<file path="src/sv/mtms_pkg.sv">
package mtms_pkg;

  // Storage sizes
  localparam int MAX_TAGS      = 16;
  localparam int MAX_TAG_BYTES = 8;
  localparam int OFFSET_BITS   = 16;

  localparam int TAG_IDX_W = (MAX_TAGS > 1) ? $clog2(MAX_TAGS) : 1;
  localparam int WIN_IDX_W = (MAX_TAG_BYTES > 1) ? $clog2(MAX_TAG_BYTES) : 1;

  // Fixed field widths of the channels and registers
  localparam int BYTE_W    = 8;
  localparam int SEL_W     = 4;
  localparam int POS_W     = 3;
  localparam int CNT_W     = 5;
  localparam int LEN_W     = 4;
  localparam int SKIP_W    = 16;
  localparam int OUT_OFS_W = 16;
  localparam int OUT_TAG_W = 4;
  localparam int CFG_IDX_W = 2;
  localparam int CFG_DAT_W = 16;

  // Skip check is done one bit wider than the wider of the offset and skip widths
  localparam int CMP_W = ((OFFSET_BITS > SKIP_W) ? OFFSET_BITS : SKIP_W) + 1;

  // Queue between front and back end
  localparam int QUEUE_DEPTH = 2;
  localparam int QPTR_W      = 1;
  localparam int QCNT_W      = 2;

  typedef enum logic [1:0] {
    OP_DATA = 2'd0,
    OP_LOAD = 2'd1,
    OP_DROP = 2'd2
  } op_kind_e;

  typedef enum logic [CFG_IDX_W-1:0] {
    REG_TAG_COUNT   = 2'd0,
    REG_TAG_LENGTH  = 2'd1,
    REG_SKIP_LENGTH = 2'd2
  } reg_idx_e;

  typedef struct packed {
    op_kind_e          kind;
    logic              last;
    logic [BYTE_W-1:0] data;
    logic [SEL_W-1:0]  sel;
    logic [POS_W-1:0]  pos;
  } op_t;

  typedef struct packed {
    logic [CNT_W-1:0]  tag_count;
    logic [LEN_W-1:0]  tag_length;
    logic [SKIP_W-1:0] skip_length;
  } cfg_t;

endpackage

</file>
<file path="src/sv/mtms_in_if.sv">
interface mtms_in_if;
  logic                         valid;
  logic                         ready;
  logic                         req_type;
  logic [mtms_pkg::BYTE_W-1:0]  data_byte;
  logic                         last_byte;
  logic [mtms_pkg::SEL_W-1:0]   tag_select;
  logic [mtms_pkg::POS_W-1:0]   tag_byte_pos;

  modport source (
    output valid, req_type, data_byte, last_byte, tag_select, tag_byte_pos,
    input  ready
  );
  modport sink (
    input  valid, req_type, data_byte, last_byte, tag_select, tag_byte_pos,
    output ready
  );
endinterface

</file>
<file path="src/sv/mtms_out_if.sv">
interface mtms_out_if;
  logic                            valid;
  logic                            ready;
  logic                            found;
  logic [mtms_pkg::OUT_OFS_W-1:0]  match_offset;
  logic [mtms_pkg::OUT_TAG_W-1:0]  which_tag;

  modport source (
    output valid, found, match_offset, which_tag,
    input  ready
  );
  modport sink (
    input  valid, found, match_offset, which_tag,
    output ready
  );
endinterface

</file>
<file path="src/sv/mtms_front.sv">
module mtms_front (
  input  logic            clk_i,
  input  logic            rst_ni,
  mtms_in_if.sink         src_i,
  output mtms_pkg::op_t   op_o,
  output logic            op_valid_o,
  input  logic            op_pop_i
);

  mtms_pkg::op_t                   op_q [mtms_pkg::QUEUE_DEPTH];
  mtms_pkg::op_t                   op_cls;
  logic [mtms_pkg::QPTR_W-1:0]     wr_q, wr_d, rd_q, rd_d;
  logic [mtms_pkg::QCNT_W-1:0]     cnt_q, cnt_d;
  logic                            push;

  assign src_i.ready = (cnt_q != mtms_pkg::QCNT_W'(mtms_pkg::QUEUE_DEPTH));
  assign push        = src_i.valid && src_i.ready;

  // Sort the beat: buffer byte, tag load, or a load that addresses no entry
  always_comb begin
    op_cls.last = src_i.last_byte;
    op_cls.data = src_i.data_byte;
    op_cls.sel  = src_i.tag_select;
    op_cls.pos  = src_i.tag_byte_pos;
    if (!src_i.req_type) begin
      op_cls.kind = mtms_pkg::OP_DATA;
    end else if ((int'(src_i.tag_select) < mtms_pkg::MAX_TAGS) &&
                 (int'(src_i.tag_byte_pos) < mtms_pkg::MAX_TAG_BYTES)) begin
      op_cls.kind = mtms_pkg::OP_LOAD;
    end else begin
      op_cls.kind = mtms_pkg::OP_DROP;
    end
  end

  always_comb begin
    wr_d  = wr_q;
    rd_d  = rd_q;
    cnt_d = cnt_q;
    if (push) begin
      wr_d = wr_q + 1'b1;
    end
    if (op_pop_i) begin
      rd_d = rd_q + 1'b1;
    end
    if (push && !op_pop_i) begin
      cnt_d = cnt_q + 1'b1;
    end else if (!push && op_pop_i) begin
      cnt_d = cnt_q - 1'b1;
    end
  end

  always_ff @(posedge clk_i or negedge rst_ni) begin
    if (!rst_ni) begin
      wr_q  <= '0;
      rd_q  <= '0;
      cnt_q <= '0;
    end else begin
      wr_q  <= wr_d;
      rd_q  <= rd_d;
      cnt_q <= cnt_d;
    end
  end

  always_ff @(posedge clk_i) begin
    if (push) begin
      op_q[wr_q] <= op_cls;
    end
  end

  assign op_o       = op_q[rd_q];
  assign op_valid_o = (cnt_q != '0);

endmodule

</file>
<file path="src/sv/mtms_back.sv">
module mtms_back (
  input  logic            clk_i,
  input  logic            rst_ni,
  input  mtms_pkg::op_t   op_i,
  input  logic            op_valid_i,
  output logic            op_pop_o,
  input  mtms_pkg::cfg_t  cfg_i,
  mtms_out_if.source      res_o
);

  localparam int TB = mtms_pkg::MAX_TAG_BYTES;
  localparam int NT = mtms_pkg::MAX_TAGS;
  localparam int OB = mtms_pkg::OFFSET_BITS;

  logic [mtms_pkg::BYTE_W-1:0]    tag_q   [NT][TB];
  logic [mtms_pkg::BYTE_W-1:0]    win_q   [TB];
  logic [mtms_pkg::BYTE_W-1:0]    win_d   [TB];
  logic [mtms_pkg::BYTE_W-1:0]    aligned [TB];
  logic [OB-1:0]                  pos_q, pos_d;
  logic                           seen_q, seen_d;
  logic [OB-1:0]                  first_q, first_d;
  logic [mtms_pkg::TAG_IDX_W-1:0] ftag_q, ftag_d;
  logic                           out_vld_q, out_vld_d;
  logic                           found_q;
  logic [mtms_pkg::OUT_OFS_W-1:0] offset_q;
  logic [mtms_pkg::OUT_TAG_W-1:0] which_q;

  logic [mtms_pkg::LEN_W-1:0]     len_eff;
  logic [mtms_pkg::CNT_W-1:0]     cnt_eff;
  logic [NT-1:0]                  hit;
  logic                           any_hit;
  logic [mtms_pkg::TAG_IDX_W-1:0] hit_idx;
  logic [OB:0]                    here_p1;
  logic                           ok;
  logic                           can_emit, is_data, is_load, is_last;

  assign is_data  = (op_i.kind == mtms_pkg::OP_DATA);
  assign is_load  = (op_i.kind == mtms_pkg::OP_LOAD);
  assign is_last  = is_data && op_i.last;
  assign can_emit = !out_vld_q || res_o.ready;
  assign op_pop_o = op_valid_i && (!is_last || can_emit);

  always_comb begin
    if (cfg_i.tag_length == '0) begin
      len_eff = mtms_pkg::LEN_W'(1);
    end else if (int'(cfg_i.tag_length) > TB) begin
      len_eff = mtms_pkg::LEN_W'(TB);
    end else begin
      len_eff = cfg_i.tag_length;
    end
    if (int'(cfg_i.tag_count) > NT) begin
      cnt_eff = mtms_pkg::CNT_W'(NT);
    end else begin
      cnt_eff = cfg_i.tag_count;
    end
  end

  // Window after this byte shifts in; index 0 is the newest byte
  always_comb begin
    win_d[0] = op_i.data;
    for (int k = 1; k < TB; k++) begin
      win_d[k] = win_q[k-1];
    end
  end

  // Tag byte j lines up with window byte len-1-j, same for every tag
  always_comb begin
    for (int j = 0; j < TB; j++) begin
      aligned[j] = '0;
      if (j < int'(len_eff)) begin
        aligned[j] = win_d[mtms_pkg::WIN_IDX_W'(int'(len_eff) - 1 - j)];
      end
    end
  end

  always_comb begin
    for (int t = 0; t < NT; t++) begin
      hit[t] = (t < int'(cnt_eff));
      for (int j = 0; j < TB; j++) begin
        if ((j < int'(len_eff)) && (tag_q[t][j] != aligned[j])) begin
          hit[t] = 1'b0;
        end
      end
    end
  end

  // Lowest tag index wins
  always_comb begin
    any_hit = 1'b0;
    hit_idx = '0;
    for (int t = NT - 1; t >= 0; t--) begin
      if (hit[t]) begin
        any_hit = 1'b1;
        hit_idx = mtms_pkg::TAG_IDX_W'(t);
      end
    end
  end

  assign here_p1 = {1'b0, pos_q} + 1'b1;

  always_comb begin
    seen_d  = seen_q;
    first_d = first_q;
    ftag_d  = ftag_q;
    pos_d   = pos_q;
    if (!seen_q && (here_p1 >= (OB+1)'(len_eff)) && any_hit) begin
      seen_d  = 1'b1;
      first_d = OB'(here_p1 - (OB+1)'(len_eff));
      ftag_d  = hit_idx;
    end
    if (pos_q != '1) begin
      pos_d = pos_q + 1'b1;
    end
    ok = seen_d && ((mtms_pkg::CMP_W'(first_d) + mtms_pkg::CMP_W'(cfg_i.skip_length))
                    <= mtms_pkg::CMP_W'(here_p1));
  end

  always_comb begin
    out_vld_d = out_vld_q;
    if (res_o.ready) begin
      out_vld_d = 1'b0;
    end
    if (op_pop_o && is_last) begin
      out_vld_d = 1'b1;
    end
  end

  always_ff @(posedge clk_i or negedge rst_ni) begin
    if (!rst_ni) begin
      for (int k = 0; k < TB; k++) begin
        win_q[k] <= '0;
      end
      pos_q     <= '0;
      seen_q    <= 1'b0;
      first_q   <= '0;
      ftag_q    <= '0;
      out_vld_q <= 1'b0;
    end else begin
      out_vld_q <= out_vld_d;
      if (op_pop_o && is_data) begin
        if (op_i.last) begin
          // end of buffer: scan state back to its idle values
          for (int k = 0; k < TB; k++) begin
            win_q[k] <= '0;
          end
          pos_q   <= '0;
          seen_q  <= 1'b0;
          first_q <= '0;
          ftag_q  <= '0;
        end else begin
          win_q   <= win_d;
          pos_q   <= pos_d;
          seen_q  <= seen_d;
          first_q <= first_d;
          ftag_q  <= ftag_d;
        end
      end
    end
  end

  always_ff @(posedge clk_i) begin
    if (op_pop_o && is_load) begin
      tag_q[op_i.sel[mtms_pkg::TAG_IDX_W-1:0]][op_i.pos[mtms_pkg::WIN_IDX_W-1:0]] <= op_i.data;
    end
    if (op_pop_o && is_last) begin
      found_q  <= ok;
      offset_q <= ok ? mtms_pkg::OUT_OFS_W'(first_d) : '0;
      which_q  <= ok ? mtms_pkg::OUT_TAG_W'(ftag_d) : '0;
    end
  end

  assign res_o.valid        = out_vld_q;
  assign res_o.found        = found_q;
  assign res_o.match_offset = offset_q;
  assign res_o.which_tag    = which_q;

endmodule

</file>
<file path="src/sv/multi_tag_marker_search.sv">
// Marker search: takes one beat per clock while the queue has room, either a
// tag byte load or a buffer byte. Every buffer byte is compared against all
// tags in use at once in the back end, so the sustained rate is one beat per
// cycle unless a beat marked last waits for the result register to be free.
// The result is registered when the back end takes that last beat from the
// queue. A two-entry queue separates intake from the compare stage, and the
// result register lets the next buffer stream in while a result waits. Tag
// bytes must be loaded before any buffer that uses them; the user must write
// registers only while the block is idle, which the block does not enforce.
module multi_tag_marker_search (
  input  logic                             clk_i,
  input  logic                             rst_ni,
  mtms_in_if.sink                          src_i,
  mtms_out_if.source                       res_o,
  input  logic                             cfg_we_i,
  input  logic [mtms_pkg::CFG_IDX_W-1:0]   cfg_idx_i,
  input  logic [mtms_pkg::CFG_DAT_W-1:0]   cfg_data_i
);

  mtms_pkg::cfg_t cfg_q;
  mtms_pkg::op_t  op;
  logic           op_valid;
  logic           op_pop;

  always_ff @(posedge clk_i or negedge rst_ni) begin
    if (!rst_ni) begin
      cfg_q.tag_count   <= '0;
      cfg_q.tag_length  <= mtms_pkg::LEN_W'(1);
      cfg_q.skip_length <= '0;
    end else if (cfg_we_i) begin
      case (cfg_idx_i)
        mtms_pkg::REG_TAG_COUNT: begin
          cfg_q.tag_count <= cfg_data_i[mtms_pkg::CNT_W-1:0];
        end
        mtms_pkg::REG_TAG_LENGTH: begin
          cfg_q.tag_length <= cfg_data_i[mtms_pkg::LEN_W-1:0];
        end
        mtms_pkg::REG_SKIP_LENGTH: begin
          cfg_q.skip_length <= cfg_data_i[mtms_pkg::SKIP_W-1:0];
        end
        default: begin
        end
      endcase
    end
  end

  mtms_front u_front (
    .clk_i      (clk_i),
    .rst_ni     (rst_ni),
    .src_i      (src_i),
    .op_o       (op),
    .op_valid_o (op_valid),
    .op_pop_i   (op_pop)
  );

  mtms_back u_back (
    .clk_i      (clk_i),
    .rst_ni     (rst_ni),
    .op_i       (op),
    .op_valid_i (op_valid),
    .op_pop_o   (op_pop),
    .cfg_i      (cfg_q),
    .res_o      (res_o)
  );

endmodule

</file>
<file path="src/flat_wrapper.sv">
// flat-port wrapper written by rule: the top's interface ports become plain ports
module multi_tag_marker_search_flat 
  (clk_i, rst_ni, cfg_we_i, cfg_idx_i, cfg_data_i, src_i_valid, src_i_req_type, src_i_data_byte, src_i_last_byte, src_i_tag_select, src_i_tag_byte_pos, src_i_ready, res_o_valid, res_o_found, res_o_match_offset, res_o_which_tag, res_o_ready);
  mtms_in_if src_i_i ();
  mtms_out_if res_o_i ();
  input  logic clk_i;
  input  logic rst_ni;
  input  logic cfg_we_i;
  input  logic [mtms_pkg::CFG_IDX_W-1:0] cfg_idx_i;
  input  logic [mtms_pkg::CFG_DAT_W-1:0] cfg_data_i;
  input wire logic [$bits(src_i_i.valid)-1:0] src_i_valid;
  input wire logic [$bits(src_i_i.req_type)-1:0] src_i_req_type;
  input wire logic [$bits(src_i_i.data_byte)-1:0] src_i_data_byte;
  input wire logic [$bits(src_i_i.last_byte)-1:0] src_i_last_byte;
  input wire logic [$bits(src_i_i.tag_select)-1:0] src_i_tag_select;
  input wire logic [$bits(src_i_i.tag_byte_pos)-1:0] src_i_tag_byte_pos;
  output wire logic [$bits(src_i_i.ready)-1:0] src_i_ready;
  output wire logic [$bits(res_o_i.valid)-1:0] res_o_valid;
  output wire logic [$bits(res_o_i.found)-1:0] res_o_found;
  output wire logic [$bits(res_o_i.match_offset)-1:0] res_o_match_offset;
  output wire logic [$bits(res_o_i.which_tag)-1:0] res_o_which_tag;
  input wire logic [$bits(res_o_i.ready)-1:0] res_o_ready;
  assign src_i_i.valid = src_i_valid;
  assign src_i_i.req_type = src_i_req_type;
  assign src_i_i.data_byte = src_i_data_byte;
  assign src_i_i.last_byte = src_i_last_byte;
  assign src_i_i.tag_select = src_i_tag_select;
  assign src_i_i.tag_byte_pos = src_i_tag_byte_pos;
  assign src_i_ready = src_i_i.ready;
  assign res_o_valid = res_o_i.valid;
  assign res_o_found = res_o_i.found;
  assign res_o_match_offset = res_o_i.match_offset;
  assign res_o_which_tag = res_o_i.which_tag;
  assign res_o_i.ready = res_o_ready;
  multi_tag_marker_search u_core (.clk_i(clk_i), .rst_ni(rst_ni), .src_i(src_i_i), .res_o(res_o_i), .cfg_we_i(cfg_we_i), .cfg_idx_i(cfg_idx_i), .cfg_data_i(cfg_data_i));
endmodule
</file>
<file path="config.mk">
export PLATFORM = sky130hd
export DESIGN_NAME = multi_tag_marker_search_flat
export DESIGN_NICKNAME = d
export VERILOG_FILES = /design/src/sv/mtms_pkg.sv /design/src/sv/mtms_in_if.sv /design/src/sv/mtms_out_if.sv /design/src/sv/mtms_front.sv /design/src/sv/mtms_back.sv /design/src/sv/multi_tag_marker_search.sv /design/src/flat_wrapper.sv
export SDC_FILE = /design/constraint.sdc
export NUM_CORES = 2
export LEC_CHECK = 0
export BUFFER_PORTS_ARGS = -buffer_cell sky130_fd_sc_hd__buf_2
export CAP_MARGIN = 15
export CELL_PAD_IN_SITES_DETAIL_PLACEMENT = 1
export CELL_PAD_IN_SITES_GLOBAL_PLACEMENT = 2
export CORE_MARGIN = 2
export CORE_UTILIZATION = 35
export CTS_CLUSTER_DIAMETER = 80
export DETAILED_ROUTE_END_ITERATION = 7
export GPL_TIMING_DRIVEN = 1
export HOLD_SLACK_MARGIN = 0.1
export PLACE_DENSITY = 0.7
export RECOVER_POWER = 100
export SYNTH_ARGS = -nofsm -noshare
export SYNTH_HDL_FRONTEND = slang
export SYNTH_HIERARCHICAL = 1
export SYNTH_SLANG_ARGS = --single-unit
export TNS_END_PERCENT = 5
</file>
<file path="constraint.sdc">
create_clock -name clk_i -period 25.2 [get_ports clk_i]
set_clock_uncertainty 0.1 [all_clocks]
set_input_delay 5.04 -clock clk_i [delete_from_list [all_inputs] [get_ports clk_i]]
set_output_delay 5.04 -clock clk_i [all_outputs]
set_load 0.02 [all_outputs]
</file>
==> key figures <==
Placement
  – I/O Buffers: 62
  – Hpwl dp: roughly 140000 um
  – Pre-CTS WS: 12.26 ns
  – Gpl congestion: between 0.9 and 1

CTS
  – Hold-fix buffers, CTS: 0
  – Clk buf depth: 3
  – Clock Latency Late Sink: approximately 0.8 ns
  – Num CTS Buffers: 142
  – TritonCTS clock tree: done
  – Root buffer cell: clkbuf_16
  – Post-CTS Resized: 0
  – # Post-CTS Setup Buffers: 0
  – H-tree lvl count: 4
  – Clk slew on worst S/H paths: ~0.06 ns
  – Clock sinks: about 1.2k

STA
  – Hold violation total from the final report: 0
  – Min Tclk post-route: 18.25 ns
  – Final setup viols: 0
  – Setup total negative slack: 0 ns
  – Slew HR: -3.909
  – Worst Slack Setup Final: just under 7 ns
  – Slew @ Worst Pin: around 7.4 ns
  – Slew Viols, Final: 1568
  – Unrepaired setup endpoints after global routing: no
  – Period Utilization, post-route: 0.7243
  – Fmax: 0.05479 GHz

Cells and area
  – Area growth, synth to finish: 11.99%
  – Share of cells above drive strength 1: 0.08372
  – Nets: roughly 5k

Synth
  – Post-synth top area share: 0.5341
  – Sequential share of the synthesized area: 0.5849
  – Post-synthesis cell area: about 61000 um^2
  – Synth top cells by count: edfxtp_1, xnor2_1, xor2_1
  – Post-synth cell types: around 110
  – Synth top area cells: edfxtp_1, xnor2_1, xor2_1
  – Mapped Avg Cell Area: between 10 and 15 um^2
  – Asr flop ratio synth: 0.1023
  – YS warnings: 6
  – Synth Instances: 4840
  – Largest area contributor in the netlist: edfxtp_1
  – Synth Flop Type: edfxtp_1
  – Top-count cell post-synth: edfxtp_1
  – EDFF count, synth: ~1.1k
  – Synth Register Bits: between 1k and 1.5k
  – Synth Net Count: between 4k and 5k

Setup path
  – Cell family with most CP delay: buffers and inverters
  – Critical Path Slowest Stage Cell: clkbuf_1
  – CP endpoint kind: flip-flop
  – Crit path launch type: flip-flop
  – CP Max Fanout: 112
  – Worst Path Required: between 20 and 30 ns
  – Most Frequent Cell on Critical Path: a21oi_1
  – WP data arrival: between 15 and 20 ns
  – Max stage delay on crit path: roughly 5.2 ns
  – Crit Path Category: flip-flop to flip-flop
  – CP bufs+invs: 2

Floorplan
  – Area of the core: 171900 um^2
  – Die extent in x: 420.3 um
  – Initial Util: 0.3528
  – Die Height: roughly 420 um
  – Row count: ~150
  – Die area: between 150000 and 200000 um^2
  – Boundary Pins: 63

Global route
  – First-pass GRT wire length: ~310000 um
  – Initial antenna violation count: 14
  – Gr ovfl total: 0
  – GRT Total Usage: 0.2435
  – Vias in the first global route: ~44k
  – Largest net degree at the start of global routing: 113

Routing
  – Avg WL per Cell: between 20 and 30 um
  – DRC: 0
  – DR pass1 iterations: 5
  – Final WL: roughly 220000 um
  – Vias per std cell: 5.867
  – Total number of vias: 42.95k
  – Post-route ant nets: 0
  – DRT iter0 DRCs: around 3.9k

Outcome
  – Failing checks: capacitance limit, slew limit
  – Status: finished with violations

Power and ir drop
  – Peak VDD IR: about 0.10 mV
  – Final Power: between 7 and 8 mW
  – Leak: between 20 and 25 nW
  – P per Cell Area: around 110 nW/um^2

Hold path
  – Worst hold path type: flip-flop to flip-flop

Job
  – Max_cap viols: between 40 and 50
state kept, by name (all words and copies together) (netlist names), 2 cells and up:
register,cells
u_core/cfg_q,25
u_core/u_back/first_q,16
u_core/u_back/ftag_q,4
u_core/u_back/pos_q,16
u_core/u_back/res_o.match_offset,16
u_core/u_back/res_o.which_tag,4
u_core/u_back/tag_q,1024
u_core/u_back/win_d,56
u_core/u_front/cnt_q,2
u_core/u_front/op_q,34
area by class of cell:
cell class	instances	area [um^2]
tap	2310	2890
clock buffer	178	3824
antenna	5	12.51
multi-input combinational	3283	23750
sequential	1202	35480
clock inverter	82	631.9
timing repair buffer	179	1039
inverter	81	304.0
fill	18030	104000
layer usage:
metal	up-vias	share of wire	wire length, um	track usage
li1	18700	-	-	-
met2	1446	0.47	102200	0.3977
met3	352	0.063	13560	0.03838
met5	-	0.00013	28	0
met1	22450	0.43	92860	0.3269
met4	6	0.037	8029	0.08742
where the power goes:
group	switching, mW	internal [mW]	total (mW)
clock network	0.860	1.13	1.99
logic	2.17	0.854	3.02
registers	0.103	2.51	2.61
cell families (layout without fill, tap and decap cells):
family                   count (synthesis)  after routing  synth area share
flip-flops                            1202           1202            0.5849
AND/OR/NAND/NOR                       1187           1187            0.1021
adder cells (fa/ha/maj)                 43             43          0.009117
AO/OA/AOI/OAI                         1083           1083            0.1278
multiplexers                           134            134           0.03055
buffers and inverters                  355            520           0.02430
other                                    1              6        0.00006182
XOR/XNOR                               835            835            0.1212
cells in the final DEF (no fill, tap or decap), types with 74 or more instances in the layout:
cell type,count
a21oi_1,195
a31oi_1,74
buf_4,82
clkbuf_1,95
clkbuf_16,146
dfrtp_1,121
edfxtp_1,1079
inv_1,76
nand2_1,231
nand3_1,137
nor2_1,272
nor2b_1,109
nor3_1,81
o21ai_0,171
o32ai_1,154
xnor2_1,460
xor2_1,373
final timing paths:
check                                                 startpoint                                                 to  slack (ns)  cells after the start
max                              u_core/u_front/rd_q$_DFFE_PN0P_  u_core/u_back/res_o.match_offset[1]$_SDFFCE_PN0P_        6.95                     39
min                        u_core/u_back/first_q[12]$_DFFE_PN0P_              u_core/u_back/first_q[12]$_DFFE_PN0P_        0.39                      1
max reg2reg                      u_core/u_front/rd_q$_DFFE_PN0P_  u_core/u_back/res_o.match_offset[1]$_SDFFCE_PN0P_        6.95                     39
min reg2reg                u_core/u_back/first_q[12]$_DFFE_PN0P_              u_core/u_back/first_q[12]$_DFFE_PN0P_        0.39                      1
max in group asynchronous                                 rst_ni                u_core/u_back/ftag_q[1]$_DFFE_PN0P_       14.24                      2
min in group asynchronous                                 rst_ni                u_core/u_front/cnt_q[1]$_DFFE_PN0P_        5.28                      1
metrics by stage:
stage,cell area [um^2],std cells,utilization,hold WS [ns]
after floorplan,60660,4840,-,0.3559
after global placement,63880,7053,0.3715,0.3662
after detailed placement,63890,7054,0.3716,0.3769
after CTS,68340,7314,0.3975,0.3903
after global routing,67920,7316,0.3951,0.4042
final,67930,7320,0.3951,0.3884
Note: power is estimated with default switching activity, not from simulation.
